`config.mk`:
```
export PLATFORM = sky130hd
export DESIGN_NAME = som_bmu_cfg
export DESIGN_NICKNAME = d
export VERILOG_FILES = /design/src/som_bmu_pkg.sv /design/src/som_bmu_cfg.sv
export SDC_FILE = /design/constraint.sdc
export NUM_CORES = 1
export LEC_CHECK = 0
export BUFFER_PORTS_ARGS = -buffer_cell sky130_fd_sc_hd__clkbuf_2
export CORE_UTILIZATION = 30
export CTS_CLUSTER_DIAMETER = 200
export DETAILED_ROUTE_END_ITERATION = 10
export GPL_TIMING_DRIVEN = 0
export PLACE_DENSITY = 0.68
export SLEW_MARGIN = 20
export SYNTH_ARGS = -nofsm -noshare
export SYNTH_HDL_FRONTEND = slang
export SYNTH_SLANG_ARGS = --single-unit
```
`constraint.sdc`:
```
create_clock -name i_clk -period 3.19 [get_ports i_clk]
set_input_delay 0.319 -clock i_clk [delete_from_list [all_inputs] [get_ports i_clk]]
set_output_delay 0.319 -clock i_clk [all_outputs]
set_load 0.05 [all_outputs]
```
`src/som_bmu_pkg.sv`:
```
`default_nettype none
// ----------------------------------------------------------------------------
// SOM best-matching-unit package
// Shared widths, command and result codes, the configuration record and the
// exponential decay table of the neighbourhood function.
// ----------------------------------------------------------------------------
package som_bmu_pkg;

    localparam int ROWS      = 16;
    localparam int COLS      = 16;
    localparam int DIMS      = 8;
    localparam int VAL_W     = 24;
    localparam int ROW_W     = 4;
    localparam int COL_W     = 4;
    localparam int DIM_W     = 3;
    localparam int UNIT_W    = ROW_W + COL_W;
    localparam int ADDR_W    = UNIT_W + DIM_W;
    localparam int DIST_W    = 52;
    localparam int EXP_DEPTH = 256;
    localparam int EXP_IDX_W = 8;
    localparam int APB_AW    = 5;

    localparam logic [DIST_W-1:0] DIST_MAX = '1;

    typedef enum logic [1:0] {
        CMD_WRITE = 2'd0,
        CMD_READ  = 2'd1,
        CMD_QUERY = 2'd2,
        CMD_TRAIN = 2'd3
    } t_cmd;

    typedef enum logic [1:0] {
        KIND_QUERY = 2'd0,
        KIND_TRAIN = 2'd1,
        KIND_READ  = 2'd2
    } t_kind;

    localparam logic [2:0] REG_HEIGHT = 3'd0;
    localparam logic [2:0] REG_WIDTH  = 3'd1;
    localparam logic [2:0] REG_DIMS   = 3'd2;
    localparam logic [2:0] REG_RATE   = 3'd3;
    localparam logic [2:0] REG_SCALE  = 3'd4;
    localparam logic [2:0] REG_RADIUS = 3'd5;

    typedef struct packed {
        logic [4:0]  height;
        logic [4:0]  width;
        logic [3:0]  dims;
        logic [15:0] rate;
        logic [15:0] scale;
        logic [4:0]  radius;
    } t_cfg;

    typedef logic [15:0] t_exp_rom [EXP_DEPTH];

    // Entry i holds exp(-16 i / depth) in Q1.15, from a short series raised
    // to the 256th power by repeated squaring.
    function automatic t_exp_rom f_exp_rom();
        t_exp_rom    rom;
        logic [63:0] s;
        logic [63:0] p;
        logic [63:0] e;
        for (int i = 0; i < EXP_DEPTH; i++) begin
            s = (64'(i) << 26) / EXP_DEPTH;
            p = s;
            e = (64'd1 << 30) - s;
            p = (p * s) >> 30;
            e = e + p / 2;
            p = (p * s) >> 30;
            e = e - p / 6;
            p = (p * s) >> 30;
            e = e + p / 24;
            for (int k = 0; k < 8; k++) begin
                e = (e * e + (64'd1 << 29)) >> 30;
            end
            rom[i] = 16'((e + (64'd1 << 14)) >> 15);
        end
        return rom;
    endfunction

    localparam t_exp_rom EXP_ROM = f_exp_rom();

endpackage
`default_nettype wire

```
`src/som_bmu_cfg.sv`:
```
`default_nettype none
// ----------------------------------------------------------------------------
// SOM configuration registers
// APB register file holding map size, feature count and training settings.
// ----------------------------------------------------------------------------
module som_bmu_cfg (
    input  wire logic                         i_clk,
    input  wire logic                         i_rst_n,
    input  wire logic                         psel,
    input  wire logic                         penable,
    input  wire logic                         pwrite,
    input  wire logic [som_bmu_pkg::APB_AW-1:0] paddr,
    input  wire logic [31:0]                  pwdata,
    output logic [31:0]                       prdata,
    output logic                              pready,
    output som_bmu_pkg::t_cfg                 o_cfg
);
    import som_bmu_pkg::*;

    t_cfg r_cfg;

    always_ff @(posedge i_clk) begin
        if (!i_rst_n) begin
            r_cfg.height <= 5'd16;
            r_cfg.width  <= 5'd16;
            r_cfg.dims   <= 4'd8;
            r_cfg.rate   <= 16'd16384;
            r_cfg.scale  <= 16'd256;
            r_cfg.radius <= 5'd1;
        end else if (psel && penable && pwrite) begin
            case (paddr[4:2])
                REG_HEIGHT: r_cfg.height <= pwdata[4:0];
                REG_WIDTH:  r_cfg.width  <= pwdata[4:0];
                REG_DIMS:   r_cfg.dims   <= pwdata[3:0];
                REG_RATE:   r_cfg.rate   <= pwdata[15:0];
                REG_SCALE:  r_cfg.scale  <= pwdata[15:0];
                REG_RADIUS: r_cfg.radius <= pwdata[4:0];
                default: begin
                end
            endcase
        end
    end

    always_comb begin
        case (paddr[4:2])
            REG_HEIGHT: prdata = {27'd0, r_cfg.height};
            REG_WIDTH:  prdata = {27'd0, r_cfg.width};
            REG_DIMS:   prdata = {28'd0, r_cfg.dims};
            REG_RATE:   prdata = {16'd0, r_cfg.rate};
            REG_SCALE:  prdata = {16'd0, r_cfg.scale};
            REG_RADIUS: prdata = {27'd0, r_cfg.radius};
            default:    prdata = 32'd0;
        endcase
    end

    assign pready = 1'b1;
    assign o_cfg  = r_cfg;

endmodule
`default_nettype wire

```
# Word level (Yosys, flattened, before mapping)
# Cells that the tools add are included.
# classes
n_eq_ne	5
n_mux	1
n_reduce_logical	9
# op_table
operator	count
$pmux W16 S6	1
$reduce_and A2 Y1	6
$eq A3 B2 Y1 const B	2
$eq A3 B3 Y1 const B	2
$eq A3 B1 Y1 const B	1
$logic_not A3 Y1	1
$logic_and A1 B1 Y1	2
# totals
register_bits	51
input_bits	42
out_inout_bits	84

# Depth between registers and ports, before layout
# Gate-level depths: netlist of the first run.
# depth
word_depth	3
mapped_depth	6
ltp_nobuf	3

# Least setup slack after synthesis of the first run
# Ideal clock, no wire load.
# synth_path
path_type	register to output
from	reg r_cfg (netlist bit o_cfg[22])
to	out prdata[1]
t_arrival_ns	1.870
path_slack_ns	1.001
path_stages_with_launch	3
path_buffers	0
cell_sequence	dfxtp_1 mux2i_1 o21ai_0
# synth_via
elab_chain_len	1
# synth_lines
item	line_no	rtl
start: declaration	som_bmu_cfg.sv:20	t_cfg r_cfg;
$pmux W16 S6	som_bmu_cfg.sv:45	case (paddr[4:2])
end: declaration	som_bmu_cfg.sv:14	output logic [31:0] prdata,
# No other way between the ends.

# Final worst setup path of the first run
# layout_path
from	in paddr[4] (netlist name)
to	out prdata[14]
# layout_via
elab_chain_len	2
elab_cells_between_ends	7
# layout_lines
item	line_no	rtl
start: declaration	som_bmu_cfg.sv:12	input wire logic [som_bmu_pkg::APB_AW-1:0] paddr,
$eq A3 B3 Y1 (tied with other cells)	som_bmu_cfg.sv:45	
$pmux W16 S6 (*)	som_bmu_cfg.sv:45	
# Every way passes the cells marked *; elsewhere a longest branch is shown, timed or not.

==> results of run 1 <==
cell usage in the layout, fill, tap and decap left out, drive strengths merged, types with 3 or more instances in the layout:
master,count
a22o,11
buf,28
clkbuf,104
conb,17
dfxtp,51
inv,5
mux2i,61
nand2,61
nand2b,3
nor2,6
nor2b,3
o21ai,8
o311ai,4
or3,4
final cells by class:
| type | count | area (um^2) |
|---|---|---|
| tap | 102 | 127.6 |
| timing repair buffer | 88 | 440.4 |
| clock buffer | 7 | 76.32 |
| clock inverter | 1 | 5.005 |
| multi-input combinational | 186 | 1256 |
| buffer | 37 | 226.5 |
| inverter | 5 | 18.77 |
| sequential | 51 | 1021 |
| fill | 807 | 4676 |
kinds of logic after synthesis:
group                  after synthesis  share of synthesized area (%)
and+or+nand+nor                     80                          14.87
AOI/OAI and AO/OA                   28                          8.727
DFF                                 51                          41.40
buffers and inverters               42                          9.944
muxes                               61                          24.76
other                                2                         0.3045
through the flow:
step	area, um^2	power [mW]
6_report	3172	1.198
5_1_grt	3172	1.246
2_1_floorplan	2522	0.8061
3_3_place_gp	3090	0.8513
4_1_cts	3172	1.205
3_5_place_dp	3090	0.8545
tightest hold or removal path: cells and delay by family:
| family | cells | cell delay [ps] |
|---|---|---|
| and+or+nand+nor | 1 | 50 |
| buffers and inverters | 1 | 90 |
| muxes | 1 | 50 |
worst paths after layout:
check,start,to
worst max register to register,o_cfg[35],o_cfg[35]
worst max-delay path,paddr[4],prdata[14]
worst min-delay path,pwdata[8],o_cfg[29]
worst min register to register,o_cfg[18],o_cfg[18]
metal layers:
metal | routed length [um] | vias up
li1 | - | 1084
met1 | 3384 | 1072
met2 | 3429 | 62
met3 | 321 | 2
met4 | 33 | 0
met5 | 0 | -
power by group through the flow:
stage,combinational (mW),clock (mW),sequential (mW)
after floorplan,0.129,0,0.677
after global placement,0.191,0,0.660
after detailed placement,0.194,0,0.660
after CTS,0.195,0.365,0.645
after global routing,0.208,0.392,0.646
final,0.195,0.358,0.645
==> metrics.txt, run 1 <==
Synth area leader dfxtp_1; Final TNS setup 0 ps; critical path depth 7; CTS Sinks 51; Mapped Area 0.002466 mm^2; combinational power share 16.3%; gr ovfl total 0; Worst Tran Pin Value 665.1 ps; Worst slew margin 55.66%; crit-path max cell delay 460 ps; Post-synth ARST share 0%; global-route met2 utilization 28.21%; Final ANT Viol Nets 0; Worst Hold Class in2reg; Cell Count, Final, Fillers Out 477; worst slack at placement a little over 900 ps; CTS max path bufs 2; Remaining DRCs 0; initial antenna violation count 0; GRT Util Overall between 15 and 20%; layout cells sized above 1 between 30% and 40%; Hold Crit Depth 3; CTS resizes 0; clk slew on worst S/H paths 90 ps; cells along the critical path clkbuf_2 -> nand2b_1 -> clkbuf_1 -> nor2_1 -> clkbuf_1 -> a22o_1 -> clkbuf_2; n_diodes 0; Global Route met3 Usage around 3.4%; RSZ-0062 raised after global routing false; Post-DP HPWL about 5400 um; core area between 0.007 and 0.008 mm^2; effective utilization at floorplan 31.43%; Worst path slowest cell clkbuf_1; WP buf/inv 4; met1 GRT Util 21.25%; Fin Hold WS 260.4 ps; register share of total power 53.9%; Critical Path RT 2870 ps; status finished clean; via count 2220; Setup CP Type in2out; largest net degree at the start of global routing 15; post-synth cell types 25; Post-CTS Setup Bufs 0; Clock Power Share 29.9%; RePlAce Congestion ~0.8; die width 92.67 um; Most Crowded Layer GR met2; register bit total from synthesis 51; drt wl/cell 15.03 um; Post-synth EDFFs 0; Via-to-Cell Ratio roughly 4.7; Max VDD drop about 0.18 mV; final setup fails 0; R2R setup slack 2470 ps; drt pass-1 iters 4; worst clock skew 0 ps; final setup margin slightly above 900 ps; Crit path max-delay family buffers and inverters; full die area 0.008587 mm^2; Pwr Density 377.6 mW/mm^2; Site Rows 32; max reg flops between 50 and 60; Max Clock Freq about 440 MHz; crit-path max FO 10; port buffer count 88; commonest cells in the netlist 61 x mux2i_1, 61 x nand2_1, 51 x dfxtp_1; crit end category primary output; number of max-cap violations 0; WL final 7169 um; CP Data Arrival Time 1940 ps; # IOs 126; Pint 0.8486 mW; synthesized instance count 264; Inst Count DP 469; Clock Latency Late Sink about 300 ps; Synth area leaders dfxtp_1 41%, mux2i_1 25%, nand2_1 9.3%; worst r2r path cells 2; max-slew violations 0; CTS Hold Bufs 0; post-synth top area share 41.40%; period utilization 70.69%; Leakage 1.490 nW; Die H 92.67 um; fin nets 416; sequential-to-total area share from yosys stat around two fifths; Util after Layout approximately 40%; number of buffers created by CTS 5; yosys warns 0; H-Tree Level Count 2; critical path launch point type primary input; CTS tree done; Area Overhead vs Synth 28.61%; Starting DRT DRC Count 57; syn avg cell area slightly above 9 um^2; Tmin final 2255 ps; Net Sw Frac 29.14%; Hold Fails Final Rpt 0; global-route wire length before repair about 11000 um; vias in the first global route 2189; CTS root buf clkbuf_8; net switching power 0.3489 mW; Synth Flop Type dfxtp_1
Power figures use the tool's default switching activity.
==> run 2, diff against run 1 <==
--- a/config.mk
+++ b/config.mk
@@ -10,7 +10,7 @@
 export CTS_CLUSTER_DIAMETER = 200
 export DETAILED_ROUTE_END_ITERATION = 10
 export GPL_TIMING_DRIVEN = 0
-export PLACE_DENSITY = 0.68
+export PLACE_DENSITY = 0.7
 export SLEW_MARGIN = 20
 export SYNTH_ARGS = -nofsm -noshare
 export SYNTH_HDL_FRONTEND = slang
==> constraint.sdc (replaced) <==
create_clock -name i_clk -period 1.9 [get_ports i_clk]
set_input_delay 0.19 -clock i_clk [delete_from_list [all_inputs] [get_ports i_clk]]
set_output_delay 0.19 -clock i_clk [all_outputs]
set_load 0.05 [all_outputs]
==> run 2 against run 1 <==
Against the previous run: critical path depth rose by 1; sequential share of layout area is 0.29 points lower; first-iteration DRC count rose by 47%; hold slack worse by 140 ps; setup slack worse by 790 ps; clock skew did not move; largest cell class unchanged; largest power group unchanged.
==> metrics.txt, run 2 (synthesis gave the netlist of run 1 again) <==
status finished clean; full die area 0.008587 mm^2; CTS root buf clkbuf_8; CTS max path bufs 2; R2R setup slack between 1000 and 1500 ps; Hold Fails Final Rpt 0; CTS Sinks 51; Site Rows 32; Remaining DRCs 0; Via-to-Cell Ratio 4.666; Hold Crit Depth 3; global-route met2 utilization 27.47%; # IOs 126; gr ovfl total 0; Worst Tran Pin Value 617.8 ps; Max VDD drop approximately 0.23 mV; Clock Latency Late Sink 310 ps; power after layout 2.024 mW; WL final just over 7000 um; Hold EP o_cfg[19]; fin nets between 400 and 500; Area Overhead vs Synth 29.78%; core area 0.007848 mm^2; H-Tree Level Count 2; Worst slew margin 58.82%; Post-DP HPWL 5341 um; worst r2r path cells 2; max reg flops between 50 and 60; drt pass-1 iters 4; hold wc startpoint pwdata[14]; Die H 92.67 um; Final TNS setup 0 ps; Pwr Density 632.3 mW/mm^2; layout cells sized above 1 33.96%; global-route wire length before repair 10870 um; effective utilization at floorplan 31.43%; Critical Path RT 1710 ps; max-slew violations 0; capturing point of the worst reg2reg path o_cfg[0]; reg2reg start o_cfg[0]; met1 GRT Util 21.26%; Setup CP Type in2out; number of max-cap violations 0; CTS tree done; number of buffers created by CTS 5; CP Data Arrival Time around 1600 ps; commonest non-fill, non-tap cell in the layout clkbuf_2; Max Clock Freq 571.1 MHz; port buffer count between 80 and 90; Final ANT Viol Nets 0; most frequent cells in the layout 79 x clkbuf_2, 61 x mux2i_1, 61 x nand2_1; via count approximately 2200; critical path launch point type primary input; Tmin final 1751 ps; RePlAce Congestion 0.7863; CTS Hold Bufs 0; Leakage 1.492 nW; vias in the first global route 2122; worst clock skew 0 ps; period utilization between 90 and 100%; crit-path max FO 10; Starting DRT DRC Count 84; Worst Hold Class in2reg; Global Route met3 Usage between 2 and 3%; die width ~93 um; n_diodes 0; largest net degree at the start of global routing 16; GRT Util Overall approximately 17%; clk slew on worst S/H paths 90 ps; crit end category primary output; RSZ-0062 raised after global routing false; initial antenna violation count 0; drt wl/cell 14.83 um; final setup fails 0; Most Crowded Layer GR met2
[run 2: how the worst max path moves through the flow]
stage	depth (start not counted)	slack (ps)	from	to
global route	8	7	paddr[4]	prdata[11]
CTS	8	60	paddr[4]	prdata[15]
detailed placement	7	-80	paddr[4]	prdata[15]
finish	8	150	paddr[4]	prdata[14]
floorplan	2	80	o_cfg[24]	prdata[3]
global placement	7	-60	paddr[4]	prdata[15]
[run 2: area by class of cell]
| type | instances | area [um^2] |
|---|---|---|
| plain buffers | 36 | 226.5 |
| clock buffers | 6 | 72.57 |
| clock inverters | 2 | 12.51 |
| fillers | 823 | 4647 |
| inverters | 5 | 18.77 |
| multi-input cells | 186 | 1256 |
| flip-flops and latches | 51 | 1021 |
| well taps | 102 | 127.6 |
| repair buffers | 88 | 465.4 |
[run 2: repair_timing]
item / in CTS / in global routing
resized for setup: 1 / 21
endpoints found under the setup margin: 10 / 10
setup buffers: 0 / 0
[run 2: worst max-delay path, cell delays in order]
cell and delay [ps]:
clkbuf_2 80, buf_2 200, nand2b_1 100, buf_2 200, nor2_1 150, clkbuf_4 250
a22o_1 150, clkbuf_4 220
[run 2: power by group]
group / internal (mW) / leakage, nW / total, mW / switching, mW
combinational: 0.0903 / 1.04 / 0.325 / 0.234
sequential: 1.08 / 0.411 / 1.08 / 0.00694
clock: 0.258 / 0.0412 / 0.616 / 0.358
total: 1.42 / 1.49 / 2.02 / 0.599
[run 2: routing by layer]
metal,share of wire [%],up-vias,wire length (um)
met5,0,-,0
met4,2.2,0,158
met3,3.9,14,278
met2,48,76,3404
met1,46,1048,3221
li1,-,1083,-
[run 2: per-stage QoR]
stage / hold slack, ps / instances / util, % / setup WS (ps) / cell area, um^2
floorplan: 332.2 / 279 / - / 78.69 / 2522
global placement: 435.8 / 469 / 39.38 / -64.27 / 3090
detailed placement: 447.4 / 469 / 39.38 / -80.33 / 3090
CTS: 121.0 / 477 / 40.48 / 57.46 / 3177
global route: 113.1 / 476 / 40.78 / 7.278 / 3201
finish: 120.5 / 476 / 40.78 / 149.0 / 3201
